$ cat src/rtl/core/noe_div.sv
// Radix-2 restoring divider, one quotient bit per cycle.
`default_nettype none
module noe_div #(
   parameter int NW = 48,
   parameter int DW = 32
) (
   input  wire logic          clock,
   input  wire logic          reset,
   input  wire logic          start,
   input  wire logic [NW-1:0] num,
   input  wire logic [DW-1:0] den,
   output logic               done,
   output logic [NW-1:0]      quo
);
   localparam int SW = $clog2(NW + 1);
   logic [NW-1:0] q_ff;
   logic [DW:0]   r_ff;
   logic [DW-1:0] d_ff;
   logic [SW-1:0] n_ff;
   logic          busy_ff;
   logic [DW:0]   trial;

   assign trial = {r_ff[DW-1:0], q_ff[NW-1]};
   assign quo = q_ff;
   assign done = busy_ff && (n_ff == '0);

   always_ff @(posedge clock) begin
      if (reset) begin
         busy_ff <= 1'b0;
         n_ff <= '0;
      end else if (start) begin
         busy_ff <= 1'b1;
         n_ff <= SW'(NW);
      end else if (busy_ff) begin
         if (n_ff == '0) begin
            busy_ff <= 1'b0;
         end else begin
            n_ff <= n_ff - SW'(1);
         end
      end
      if (start) begin
         q_ff <= num;
         r_ff <= '0;
         d_ff <= den;
      end else if (busy_ff && n_ff != '0) begin
         if (trial >= {1'b0, d_ff}) begin
            r_ff <= trial - {1'b0, d_ff};
            q_ff <= {q_ff[NW-2:0], 1'b1};
         end else begin
            r_ff <= trial;
            q_ff <= {q_ff[NW-2:0], 1'b0};
         end
      end
   end
endmodule
`default_nettype wire

$ cat config.mk
export PLATFORM = sky130hd
export DESIGN_NAME = noe_div
export DESIGN_NICKNAME = d
export VERILOG_FILES = /design/src/rtl/core/noe_div.sv
export SDC_FILE = /design/constraint.sdc
export NUM_CORES = 1
export LEC_CHECK = 0
export BUFFER_PORTS_ARGS = -buffer_cell sky130_fd_sc_hd__clkbuf_2
export CAP_MARGIN = 20
export CORE_MARGIN = 2
export CORE_UTILIZATION = 50
export CTS_CLUSTER_SIZE = 20
export DETAILED_ROUTE_END_ITERATION = 8
export MAX_ROUTING_LAYER = met4
export PLACE_DENSITY = 0.76
export SLEW_MARGIN = 15
export SYNTH_ARGS = -nofsm -noshare
export SYNTH_HDL_FRONTEND = slang
export SYNTH_SLANG_ARGS = --single-unit
$ cat constraint.sdc
create_clock -name clock -period 3.1 [get_ports clock]
set_input_delay 0.465 -clock clock [delete_from_list [all_inputs] [get_ports clock]]
set_output_delay 0.465 -clock clock [all_outputs]
set_load 0.005 [all_outputs]
==> out/metrics.yaml <==
synth_cells: 608
tightestPinTransition_ps: 1030
slowest_stage: "o21ai_0"
antenna_found_initial: 0
synth.most_common_cell: "edfxtp_1"
drtIter0Drc: 504
ant_nets: 0
drive_above_1_share: 0.314
synthFlopType: "edfxtp_1"
die_h_um: 119
setup_violations: 0
crit_path_end_kind: "flip-flop"
finalHoldViolCount: 0
hpwl_um: 11200
synth.largest_area_cell: "edfxtp_1"
crit_chain: "inv_1 -> ha_1 -> buf_4 -> nand2_1 -> o21ai_0 -> a21oi_1 -> o21ai_0 -> o21ai_0 -> a211o_1 -> a31o_2 -> a311oi_1"
power.share.clock: 0.406
synthesis.area_um2: 6590
syn_avg_cell_area_um2: 10.8
outcome: "complete, no violations"
crit_top_cell: "o21ai_0"
synthArstFlopShare: 0
cts_buffer_depth: 2
nets: 864
cts.sinks: 119
critPathRequiredTime_ps: 3430
cts_root_buffer: "clkbuf_16"
switching_share: 0.270
cp_top_family: "compound AO/OA/AOI/OAI gates"
synth-edff-count: 80
routedWlPerCell_um: 16.6
vias: 5276
skew_ps: 6.44
ys_seq_area_frac: 0.483
n_antenna_cell: 0
synth_seq_cells: 119
numCtsBuffers: 17
crit_fanout: 6
firstDrtPassIters: 8
arrival_ps: 3400
clock_latency_ps: 420
slew_headroom: 0.314
fin_hold_ws_ps: 215
post_synth_most_frequent_cells: "80 x edfxtp_1, 48 x inv_1, 48 x mux2_2, 42 x nand2_1, 42 x nor2_1"
grt_pass1_vias: 5265
finalCritPeriodShare: 0.992
die_x_um: 119
rows: 41
syn_nets: 725
power_switching_mw: 1.28
drv_cap: 0
p_leak_nw: 3.45
power_frac_comb: 0.182
start_kind: "flip-flop"
initial_core_util: 0.518
slew_viol_final: 0
hp-class: "input pin to flip-flop"
clkTransAtPathRegs_ps: 60
synth_top_area_frac: 0.364
fmax_ghz: 0.325
grt_max_degree: 49
vias_per_cell: 5.66
io_pins: 132
dieArea_um2: 14100
grt.overflow.total: 0
setup_tns_ps: 0
critPathKind: "flip-flop to flip-flop"
grt_pass1_wl_um: 25300
finalPower_mw: 4.72
ys_types: 62
ir_worst_vdd_mv: 0.427
design.core.area_um2: 12700
track_usage: 0.231
drc: 0
yosys_warnings: 0
syn2layout_area_growth_pct: 22.3
io_buffers: 131
htree_levels: 4
post-route-min-period_ps: 3080
slowest_delay_ps: 670
gp_congestion: 0.947
p_int_mw: 3.44
wirelength_um: 15500
cp.buffers_inverters: 2
p_seq_frac: 0.412
synthTopCellsByArea: "edfxtp_1 36%, dfxtp_1 12%, mux2_2 8.2%, ha_1 6.3%, mux2i_1 3.5%"
p_per_area_nw_per_um2: 585
tritoncts: "yes"
[area by class of cell]
class	count	area, um2
clock buffers	20	447
well taps	172	215
flip-flops and latches	119	3180
repair buffers	145	776
inverters	48	180
clock inverters	12	130
multi-input cells	416	3130
fillers	1056	4660
[metrics by stage]
stage,util,cells,worst slack (ps),area (um2)
3_5_place_dp,0.584,897,-16.8,7440
5_1_grt,0.634,932,-56.8,8070
6_report,0.634,932,24.4,8070
4_1_cts,0.630,929,107,8020
3_3_place_gp,0.584,897,91.2,7440
2_1_floorplan,-,608,180,6590
[path summary, 6_finish.rpt]
path	to	cells past startpoint	from	slack (ps)
worst max-delay path	r_ff[20]$_SDFFE_PP0P_	11	d_ff[13]$_DFFE_PP_	20
worst min register to register	r_ff[9]$_SDFFE_PP0P_	2	r_ff[9]$_SDFFE_PP0P_	480
worst max register to register	r_ff[20]$_SDFFE_PP0P_	11	d_ff[13]$_DFFE_PP_	20
worst min-delay path	d_ff[28]$_DFFE_PP_	1	den[28]	210
[timing repair]
action | CTS | global route
setup buffers | 0 | 3
hold buffers | 0 | 0
pin swaps | 0 | 2
resized for setup | 1 | 4
setup endpoints to repair | 1 | 14
[registers in the layout, summed over array words and instances, names as in the netlist]
name	cells
quo	48
d_ff	32
n_ff	6
r_ff	32
busy_ff	1
[placed cells by master (no fill, tap or decap), drive strengths merged, types with 3 or more instances in the layout]
cell type | synthesis | layout
a2111oi | 3 | 3
a211oi | 18 | 18
a21o | 10 | 10
a21oi | 38 | 38
a22o | 3 | 3
a31oi | 7 | 7
a32oi | 3 | 3
a41oi | 3 | 3
and3 | 8 | 8
buf | 6 | 15
clkbuf | 19 | 150
clkinv | 0 | 5
clkinvlp | 0 | 5
dfxtp | 39 | 39
edfxtp | 80 | 80
ha | 33 | 33
inv | 48 | 48
mux2 | 48 | 48
mux2i | 23 | 23
nand2 | 43 | 43
nand2b | 5 | 5
nand3 | 4 | 4
nand4 | 10 | 10
nor2 | 42 | 42
nor2b | 4 | 4
nor3 | 12 | 12
nor3b | 3 | 3
nor4 | 4 | 4
o211ai | 4 | 4
o21a | 6 | 6
o21ai | 28 | 28
o21bai | 4 | 4
xnor2 | 20 | 20
xor2 | 7 | 7
[power groups by stage]
stage	combinational (mW)	sequential [mW]	clock, mW
global placement	0.812	1.97	0
CTS	0.846	1.94	1.95
detailed placement	0.839	1.97	0
floorplan	0.559	1.96	0
finish	0.860	1.94	1.92
global route	0.951	1.96	2.03
[per-layer routing]
metal	track usage	vias up	wire, um
met1	0.273	2517	6480
met5	-	-	0
met3	0.0608	39	883
met4	0.0900	0	315
li1	-	2522	-
met2	0.378	198	7790
[logic make-up after synthesis]
kind of cell,Yosys count,share of synthesized area
compound gates,142,0.147
simple gates,142,0.105
flops,119,0.483
buf+inv,73,0.0469
mux,71,0.117
fa+ha+maj,34,0.0657
xor+xnor,27,0.0359
(Power assumes the default switching activity.)
