### config.mk
export PLATFORM = sky130hd
export DESIGN_NAME = noe_cell
export DESIGN_NICKNAME = d
export VERILOG_FILES = /design/src/rtl/core/noe_pkg.sv /design/src/rtl/core/noe_cell.sv
export SDC_FILE = /design/constraint.sdc
export NUM_CORES = 1
export LEC_CHECK = 0
export BUFFER_PORTS_ARGS = -buffer_cell sky130_fd_sc_hd__buf_2
export CORE_ASPECT_RATIO = 1.2
export CORE_MARGIN = 5
export CORE_UTILIZATION = 55
export CTS_BUF_LIST = sky130_fd_sc_hd__clkbuf_4
export CTS_CLUSTER_DIAMETER = 80
export CTS_CLUSTER_SIZE = 24
export DETAILED_ROUTE_END_ITERATION = 6
export HOLD_SLACK_MARGIN = 0.03
export PLACE_DENSITY = 0.8
export SLEW_MARGIN = 20
export SYNTH_ARGS = -nofsm -noshare
export SYNTH_HDL_FRONTEND = slang
export SYNTH_SLANG_ARGS = --single-unit
### constraint.sdc
create_clock -name clock -period 11.15 [get_ports clock]
set_input_delay 3.345 -clock clock [delete_from_list [all_inputs] [get_ports clock]]
set_output_delay 3.345 -clock clock [all_outputs]
set_load 0.03 [all_outputs]
### src/rtl/core/noe_pkg.sv
// Shared constants and a helper function for the neighbor occupancy efficiency block.
`default_nettype none
package noe_pkg;
   localparam int NEIGHBORS_DEF = 18;
   localparam int OCC_W = 24;
   localparam int TOL_W = 16;
   localparam logic [TOL_W-1:0] TOL_RESET = 16'd1228;
   localparam logic [OCC_W-1:0] ONE_Q16_8 = 24'd256;
   localparam logic [OCC_W-1:0] OCC_MAX = 24'hFFFFFF;

   // Wire b is similar to wire a when |b - a| * 4096 <= tol * a.
   function automatic logic within_tol(input logic [OCC_W-1:0] b,
                                       input logic [OCC_W-1:0] a,
                                       input logic [TOL_W-1:0] tol);
      logic [OCC_W-1:0] d;
      logic [OCC_W+TOL_W-1:0] lhs;
      logic [OCC_W+TOL_W-1:0] rhs;
      d = (b > a) ? (b - a) : (a - b);
      lhs = {{TOL_W-12{1'b0}}, d, 12'd0};
      rhs = tol * a;
      return lhs <= rhs;
   endfunction
endpackage
`default_nettype wire

### src/rtl/core/noe_cell.sv
// One cell of the wire row: stores a wire, counts similar wires, forwards its word.
`default_nettype none
module noe_cell #(
   parameter int CW = 5
) (
   input  wire logic                      clock,
   input  wire logic                      load_en,
   input  wire logic [noe_pkg::OCC_W-1:0] load_occ,
   input  wire logic                      load_pres,
   input  wire logic                      rot_en,
   input  wire logic                      clr_cnt,
   input  wire logic                      cnt_en,
   input  wire logic [noe_pkg::TOL_W-1:0] tol,
   input  wire logic [noe_pkg::OCC_W-1:0] prev_occ,
   input  wire logic                      prev_pres,
   output logic [noe_pkg::OCC_W-1:0]      occ_ff,
   output logic                           pres_ff,
   output logic [CW-1:0]                  cnt_ff
);
   // rotating word visits every cell; count its similarity against the stored one
   logic [noe_pkg::OCC_W-1:0] rot_occ_ff;
   logic                      rot_pres_ff;
   logic [noe_pkg::OCC_W-1:0] own_occ_ff;
   logic                      own_pres_ff;
   logic                      hit;

   assign occ_ff = rot_occ_ff;
   assign pres_ff = rot_pres_ff;
   assign hit = rot_pres_ff && own_pres_ff &&
                noe_pkg::within_tol(own_occ_ff, rot_occ_ff, tol);

   always_ff @(posedge clock) begin
      if (load_en) begin
         rot_occ_ff <= load_occ;
         rot_pres_ff <= load_pres;
         own_occ_ff <= load_occ;
         own_pres_ff <= load_pres;
      end else if (rot_en) begin
         rot_occ_ff <= prev_occ;
         rot_pres_ff <= prev_pres;
      end
      if (clr_cnt) begin
         cnt_ff <= '0;
      end else if (cnt_en && hit) begin
         cnt_ff <= cnt_ff + CW'(1);
      end
   end
endmodule
`default_nettype wire

==> impl_results.md, run 1 <==
- Post-synthesis cell type count: 66
- GP Congestion: 0.917
- TritonCTS Buffers: 5
- Post-Synthesis Cells: 1956
- Chip Width: 172 um
- Critical Path AT: 11.41 ns
- Nets: 2665
- DIE AREA: 35100 sq um
- All-Layer GR Usage: 25.5%
- Post-DP HPWL: 36700 um
- Placed cell area: 18900 sq um
- Final Cell Area: 19500 sq um
- Syn-to-layout area delta: 12.9%
- Crit path max fanout: 5
- Drt first pass iters: 5
- Final hold violation count: 0
- FMAX: 0.0900 GHz
- GRT overflow: 0
- Vias in the first global route: 15400
- Top FF cell, synth: edfxtp_1
- Core box area: 31200 sq um
- Fillers: 2570
- Startpoint Class: input port
- N_diodes: 0
- Ys Warns: 0
- Row Count: 71
- IO Port Bufs: 100
- Outcome: complete, no violations
- Commonest cells after routing, fill and taps aside: inv_1, fa_1, nand2_1
- WS Path Type: in -> reg
- Slew Limit Fails: 0
- Seq/Total Area, Yosys: 9.27%
- First-pass GRT wire length: 73000 um
- Ports: 101
- Post-Syn Area: 17300 sq um
- CP peak stage delay: 0.55 ns
- EDFF count, synth: 50
- Clk_lat worst skew: 0.42 ns
- Vias: 14100
- RSZ-0062 raised after global routing: true
- Worst-Margin Slew: 0.970 ns
- FF+latch count, synth: 55
- Most frequent CP cell: fa_1
- Starting density of the core: 55.4%
- Ys async rst share: 0%
- Fin util: 62.6%
- Worst setup EP type: flop
- # clock sinks: 55
- Final Cycle Share: 99.6%
- Placed Instances: 2486
- Chip height: 204 um
- H-tree Lvls: 2
- Crit path time final: 11.11 ns
- HP Class: reg -> reg
- Layout cells sized above 1: 15.9%
- Clock transition at path regs: 0.16 ns
- Largest net degree at the start of global routing: 52
- Cell Count, Final, Fillers Out: 2504
- DR iter-0 viols: 728
- Max-Cap Viols: 0
- CTS Root Cell: clkbuf_4
- Commonest non-fill, non-tap cell in the layout: inv_1
- Max clock buf depth: 2
- Slew HR: 35.3%
- Mapped Nets: 2519
- Final clock skew: 0.0204 ns
- Avg Cell Area, Syn: 8.83 sq um
- Total Wirelength: 44000 um
- CP Data Required Time: 11.46 ns
- Routed vias/inst: 5.62
- ANT nets after route: 0
- Slowest CP cell: fa_1
- Wire per inst: 17.6 um
- CTS tree: built
- Hold-fix buffers, CTS: 0
- Final setup viols: 0
- DRC Markers: 0
- Antenna violations before repair: 0
==> worst paths after layout <==
kind                            depth (start not counted)  slack [ns]      start   endpoint
worst max register to register                         33        2.02  occ_ff[6]  cnt_ff[3]
worst min-delay path                                    3        0.58  cnt_ff[4]  cnt_ff[4]
worst min register to register                          3        0.58  cnt_ff[4]  cnt_ff[4]
worst max-delay path                                   34        0.04     tol[8]  cnt_ff[3]
==> layer usage <==
metal | up-vias | part of all wire (%) | track usage [%] | wire length, um
li1 | 6464 | - | - | -
met2 | 445 | 54 | 47.6 | 23600
met1 | 7028 | 38 | 30.5 | 16800
met3 | 137 | 4.3 | 2.63 | 1910
met5 | - | 0 | 0 | 0
met4 | 0 | 4.0 | 8.28 | 1770
==> logic make-up (layout without fill, tap and decap cells) <==
logic type / after synthesis / in the layout / share of synthesized area [%]
multiplexers: 44 / 44 / 2.77
AO/OA/AOI/OAI: 262 / 262 / 9.81
buffers and inverters: 457 / 604 / 9.96
AND/OR/NAND/NOR: 589 / 589 / 16.3
flip-flops: 55 / 55 / 9.27
XOR/XNOR: 57 / 57 / 2.89
adder cells (fa/ha/maj): 492 / 492 / 49.0
==> per-stage QoR <==
step | worst slack, ns | hold slack, ns | TNS (ns)
global placement | -0.342 | 0.523 | -1.32
CTS | 0.00226 | 0.573 | 0
global route | -0.160 | 0.615 | -0.477
detailed placement | -0.650 | 0.547 | -2.92
finish | 0.0442 | 0.581 | 0
floorplan | 0.00655 | 0.656 | 0
==> cell usage after synthesis (23+ instances only) <==
master    instances  area (sq um)
inv_1           363          1360
fa_1            308          6170
nand2_1         284          1070
ha_1            184          2300
and2_1          146           913
clkbuf_1         89           334
a21oi_1          88           440
nor2_1           51           191
edfxtp_1         50          1500
o21ai_0          43           215
a21o_1           39           293
xnor2_1          34           298
mux2_2           30           338
nand3_1          26           130
xor2_1           23           201
==> critical path, delay by kind of cell <==
family	cells	cell delay (ns)
AOI/OAI and AO/OA	9	1.78
xor gates and xnor gates	1	0.08
adders and majority gates	8	3.69
buffers and inverters	7	0.52
muxes	1	0.32
and+or+nand+nor	8	1.67
==> cell type report <==
class / count / area (sq um) / share of cell area [%]
Clock buffer: 5 / 37.5 / 0.192
Clock inverter: 3 / 20.0 / 0.103
Inverter: 363 / 1360 / 6.98
Multi-Input combinational cell: 1444 / 14200 / 72.9
Sequential cell: 55 / 1600 / 8.21
Tap cell: 401 / 502 / 2.57
Timing Repair Buffer: 233 / 1760 / 9.04
==> sequential cells by signal, indices dropped and copies added (netlist names) <==
register     count
own_occ_ff      24
own_pres_ff      1
occ_ff          24
cnt_ff           5
pres_ff          1
==> repair_timing <==
action | 4_1_cts | 5_1_grt
gates resized for setup | 5 | 121
gates cloned | 0 | 1
pin swaps | 1 | 44
endpoints found under the setup margin | 5 | 5
buffers inserted | 1 | 8
Power of run 1 is left out: the tool's default activity adds up to more than one toggle a clock period on the data nets, which glitch-free logic cannot reach.
==> run 2: changes to the inputs <==
--- a/config.mk
+++ b/config.mk
@@ -9,7 +9,7 @@
 export CORE_ASPECT_RATIO = 1.2
 export CORE_MARGIN = 5
 export CORE_UTILIZATION = 55
-export CTS_BUF_LIST = sky130_fd_sc_hd__clkbuf_4
+export CTS_BUF_LIST = sky130_fd_sc_hd__clkbuf_2
 export CTS_CLUSTER_DIAMETER = 80
 export CTS_CLUSTER_SIZE = 24
 export DETAILED_ROUTE_END_ITERATION = 6
==> run 2 against run 1 <==
Effect of this change:
- setup slack improved by 0.098 ns
- wire length is 1.3% lower
- die area unchanged
- clock skew barely moved
- count of clock-buffer cells in the layout unchanged
- register-to-register slack better by 0.04 ns
- highest routed layer unchanged
==> impl_results.md, run 2 (same netlist as run 1, synthesis figures left out) <==
- Vias in the first global route: 15400 (-0.058%)
- Chip height: 204 um (unchanged)
- Placed Instances: 2486 (unchanged)
- GRT overflow: 0 (unchanged)
- Drt first pass iters: 5 (unchanged)
- DRC Markers: 0 (unchanged)
- Routed vias/inst: 5.61 (-0.25%)
- GP Congestion: 0.917 (unchanged)
- Nets: 2656 (-0.34%)
- HP Class: reg -> reg
- # clock sinks: 55 (unchanged)
- ANT nets after route: 0 (unchanged)
- Wire per inst: 17.4 um (-0.90%)
- Hold-fix buffers, CTS: 0 (unchanged)
- Clock transition at path regs: 0.28 ns (+0.12 ns)
- Clk_lat worst skew: 0.49 ns (+0.07 ns)
- CP peak stage delay: 0.55 ns (about the same)
- Crit path time final: 11.01 ns (-0.0984 ns)
- Slew HR: 35.3% (about the same)
- Final hold violation count: 0 (unchanged)
- Syn-to-layout area delta: 11.3%
- IO Port Bufs: 100 (unchanged)
- Critical Path AT: 11.42 ns (about the same)
- N_diodes: 0 (unchanged)
- Startpoint Class: input port
- CTS tree: built
- Worst setup EP type: flop
- Max clock buf depth: 2 (unchanged)
- Place WS: -0.650 ns (unchanged)
- Slew Limit Fails: 0 (unchanged)
- Min Hold Slack: 0.583 ns (+0.00140 ns)
- Antenna violations before repair: 0 (unchanged)
- Vias: 14000 (-0.61%)
- Ports: 101 (unchanged)
- Worst-Margin Slew: 0.970 ns (+0.000328 ns)
- Final Cycle Share: 98.7% (-0.88 points)
- PnR worst setup slack: 0.143 ns (+0.0984 ns)
- Worst path top cell family by delay: adder cells
- Max-Cap Viols: 0 (unchanged)
- Outcome: complete, no violations
- Total Wirelength: 43500 um (-1.3%)
- Layout cells sized above 1: 14.5% (-1.4 points)
- All-Layer GR Usage: 25.5% (-0.037 points)
- Most frequent CP cell: fa_1
- Chip Width: 172 um (unchanged)
- RSZ-0062 raised after global routing: true
- Starting density of the core: 55.4% (unchanged)
- CTS Root Cell: clkbuf_2
- Final clock skew: 0.0202 ns (-0.000227 ns)
- DR iter-0 viols: 775 (+6.5%)
- DIE AREA: 35100 sq um (unchanged)
- WS Path Type: in -> reg
- H-tree Lvls: 2 (unchanged)
- Slowest CP cell: fa_1
- TritonCTS Buffers: 5 (unchanged)
- Largest net degree at the start of global routing: 52 (unchanged)
- Buf/Inv on CP: 7 (unchanged)
- Row Count: 71 (unchanged)
- Post-DP HPWL: 36700 um (unchanged)
- CP Data Required Time: 11.56 ns (+0.10 ns)
- First-pass GRT wire length: 73000 um (about the same)
- Commonest cells after routing, fill and taps aside: inv_1, fa_1, nand2_1
- Cell Count, Final, Fillers Out: 2495 (-0.36%)
- FMAX: 0.0908 GHz (+0.89%)
- Crit path max fanout: 6 (+1)
- Commonest non-fill, non-tap cell in the layout: inv_1
- Final setup viols: 0 (unchanged)
- Core box area: 31200 sq um (unchanged)
-- run 2: cell types whose count changed in the layout (fill, tap and decap cells not counted), moves of 6 or more --
cell / change
inv_2: -6
buf_12: -6
nand2_1: +8
inv_1: +6
buf_6: -6
-- run 2: path summary, 6_finish.rpt --
path,depth (start not counted),from,slack (ns),to
worst max-delay path,34,tol[7],0.14,cnt_ff[3]
worst min-delay path,3,cnt_ff[4],0.58,cnt_ff[4]
worst max register to register,33,occ_ff[6],2.06,cnt_ff[3]
worst min register to register,3,cnt_ff[4],0.58,cnt_ff[4]
-- run 2: cell type report --
type,instances,area [sq um]
multi-input combinational,1444,14200
timing repair buffer,224,1570
sequential,55,1600
clock buffer,5,25.0
inverter,363,1360
tap,401,502
fill,2609,11900
clock inverter,3,20.0
-- run 2: layer usage --
metal / share of wire (%) / up-vias / GRT usage [%] / wire, um
met4: 3.6 / 0 / 8.03 / 1570
met3: 4.1 / 117 / 2.63 / 1800
met2: 54 / 411 / 47.7 / 23400
met5: 0 / - / 0 / 0
li1: - / 6448 / - / -
met1: 38 / 7012 / 30.5 / 16700
-- run 2: worst reg2reg max path, delay by kind of cell, from the launching register on --
| family | cells | cell delay [ns] |
|---|---|---|
| and+or+nand+nor | 8 | 1.82 |
| adders and majority gates | 8 | 3.53 |
| buffers and inverters | 6 | 0.46 |
| DFF | 1 | 0.99 |
| AOI/OAI and AO/OA | 9 | 1.81 |
| xor gates and xnor gates | 1 | 0.08 |
| muxes | 1 | 0.32 |
-- run 2: repair_timing --
item	CTS	global route
buffers inserted	0	4
resized for setup	1	70
pin swaps	0	30
endpoints found under the setup margin	5	5
-- run 2: metrics by stage --
stage | cell area [sq um] | setup TNS [ns] | util (%)
final | 19200 | 0 | 61.7
after global routing | 19200 | -0.0199 | 61.7
after CTS | 19000 | 0 | 60.9
after detailed placement | 18900 | -2.92 | 60.7
after global placement | 18900 | -1.32 | 60.7
after floorplan | 17400 | 0 | -
Power of run 2 is left out for the same reason.
==> run 3: changes to the inputs <==
--- a/config.mk
+++ b/config.mk
@@ -5,7 +5,6 @@
 export SDC_FILE = /design/constraint.sdc
 export NUM_CORES = 1
 export LEC_CHECK = 0
-export BUFFER_PORTS_ARGS = -buffer_cell sky130_fd_sc_hd__buf_2
 export CORE_ASPECT_RATIO = 1.2
 export CORE_MARGIN = 5
 export CORE_UTILIZATION = 55
@@ -13,8 +12,9 @@
 export CTS_CLUSTER_DIAMETER = 80
 export CTS_CLUSTER_SIZE = 24
 export DETAILED_ROUTE_END_ITERATION = 6
+export DONT_BUFFER_PORTS = 1
 export HOLD_SLACK_MARGIN = 0.03
-export PLACE_DENSITY = 0.8
+export PLACE_DENSITY = 0.77
 export SLEW_MARGIN = 20
 export SYNTH_ARGS = -nofsm -noshare
 export SYNTH_HDL_FRONTEND = slang
==> run 3 against run 2 <==
Effect of this change:
- setup slack improved by 0.075 ns
- count of clock-buffer cells in the layout unchanged
- global-route usage rose by 0.42 points
- non-clock buffer count fell by 150
- first-iteration DRC count rose by 7.0%
- utilization decreased by 3.4 points
- critical path depth fell by 2
- final cell count fell by 6.0%
- via count is 3.2% lower
- sequential cell count unchanged
- sequential share of layout area up 0.49 points
- wire length increased by 0.30%
==> impl_results.md, run 3 (same netlist as run 1, synthesis figures left out) <==
- Most frequent CP cell: fa_1
- Fillers: 2703 (+3.6%)
- Nets: 2506 (-5.6%)
- Starting density of the core: 55.4% (unchanged)
- Worst path top cell family by delay: adder cells
- FMAX: 0.0915 GHz (+0.69%)
- Highest routed layer: met4
- # clock sinks: 55 (unchanged)
- Clock transition at path regs: 0.25 ns (-0.03 ns)
- Chip Width: 172 um (unchanged)
- First-pass GRT wire length: 73600 um (+0.74%)
- Critical Path AT: 11.32 ns (-0.10 ns)
- Layout cells sized above 1: 7.30% (-7.2 points)
- WL met3: 2220 um (+23%)
- N_diodes: 0 (unchanged)
- Core box area: 31200 sq um (unchanged)
- Hold path cells: 2 (-1)
- Met2 WL: 23300 um (-0.58%)
- Chip height: 204 um (unchanged)
- Vias: 13500 (-3.2%)
- Final Cell Area: 18200 sq um (-5.6%)
- Total Wirelength: 43600 um (+0.30%)
- Final Cycle Share: 98.0% (-0.68 points)
- All-Layer GR Usage: 25.9% (+0.42 points)
- Drt first pass iters: 6 (+1)
- Antenna violations before repair: 0 (unchanged)
- WS Path Type: in -> reg
- Syn-to-layout area delta: 5.13%
- Commonest non-fill, non-tap cell in the layout: inv_1
- Wire per inst: 18.6 um (+6.7%)
- Ports: 101 (unchanged)
- Slew Limit Fails: 0 (unchanged)
- Max clock buf depth: 2 (unchanged)
- DIE AREA: 35100 sq um (unchanged)
- Commonest cells after routing, fill and taps aside: inv_1, fa_1, nand2_1
- Outcome: complete, no violations
- ANT nets after route: 0 (unchanged)
- Crit path time final: 10.93 ns (-0.0753 ns)
- Clk_lat worst skew: 0.50 ns (about the same)
- Row Count: 71 (unchanged)
- Worst-Margin Slew: 0.751 ns (-0.219 ns)
- Vias in the first global route: 15000 (-3.0%)
- CTS Root Cell: clkbuf_2
- Post-DP HPWL: 36300 um (-1.1%)
- Final setup viols: 0 (unchanged)
- H-tree Lvls: 2 (unchanged)
- RSZ-0062 raised after global routing: true
- Largest net degree at the start of global routing: 52 (unchanged)
- Crit path max fanout: 24 (+18)
- IO Port Bufs: 0 (-100%)
- Buf/Inv on CP: 5 (-2)
- CTS tree: built
- Worst-case reg-to-reg path depth: 34 (+3.0%)
- Levels on crit path: 32 (-5.9%)
- DR iter-0 viols: 829 (+7.0%)
- Startpoint Class: input port
- HP Class: reg -> reg
- GP Congestion: 0.955 (+4.1%)
- CP Data Required Time: 11.54 ns (-0.02 ns)
- CP peak stage delay: 0.54 ns (about the same)
- Worst setup EP type: flop
- DRC Markers: 0 (unchanged)
- Placed cell area: 18100 sq um (-4.7%)
- Slowest CP cell: fa_1
- Final clock skew: 0.0417 ns (+0.0216 ns)
- Routed vias/inst: 5.77 (+3.0%)
- Slew HR: 49.9% (+15 points)
- Max-Cap Viols: 0 (unchanged)
- M1 wire length: 16200 um (-3.0%)
- TritonCTS Buffers: 5 (unchanged)
- GRT overflow: 0 (unchanged)
- Final hold violation count: 0 (unchanged)
- Setup bufs post-CTS: 0 (unchanged)
==> run 3: final cells by class <==
class / count / area [sq um] / area share, %
Multi-Input combinational cell: 1444 / 14100 / 77.5
Sequential cell: 55 / 1600 / 8.82
Inverter: 363 / 1360 / 7.50
Timing Repair Buffer: 74 / 563 / 3.10
Tap cell: 401 / 502 / 2.76
Clock inverter: 3 / 38.8 / 0.214
Clock buffer: 5 / 25.0 / 0.138
==> run 3: worst min-delay path: cells and delay by family (launching register included) <==
| family | cells | cell delay [ns] |
|---|---|---|
| DFF | 1 | 0.50 |
| muxes | 1 | 0.18 |
| and+or+nand+nor | 1 | 0.05 |
==> run 3: layer usage <==
metal / vias to the layer above / track usage, %
met5: - / 0
met4: 0 / 10.1
met3: 119 / 2.96
met2: 469 / 47.7
met1: 6809 / 30.6
li1: 6142 / -
==> run 3: what timing repair did <==
action,4_1_cts,5_1_grt
hold buffers,0,0
endpoints found under the setup margin,0,5
resized for setup,0,11
==> run 3: path summary, 6_finish.rpt <==
check,startpoint,end,slack (ns)
setup / recovery,tol[4],cnt_ff[3],0.22
hold / removal,cnt_ff[1],cnt_ff[1],0.73
setup reg to reg,occ_ff[6],cnt_ff[3],1.93
hold reg to reg,cnt_ff[1],cnt_ff[1],0.73
==> run 3: through the flow <==
step / utilization (%) / setup WS, ns / TNS [ns] / instances / hold WS, ns
after global placement: 57.8 / -0.0688 / -0.0737 / 2336 / 0.682
after detailed placement: 57.9 / -0.347 / -1.29 / 2337 / 0.704
after global routing: 58.3 / -0.0815 / -0.229 / 2345 / 0.784
after floorplan: - / 0.00655 / 0 / 1956 / 0.656
after CTS: 58.1 / 0.163 / 0 / 2345 / 0.734
final: 58.3 / 0.218 / 0 / 2345 / 0.731
Power of run 3 is left out for the same reason.
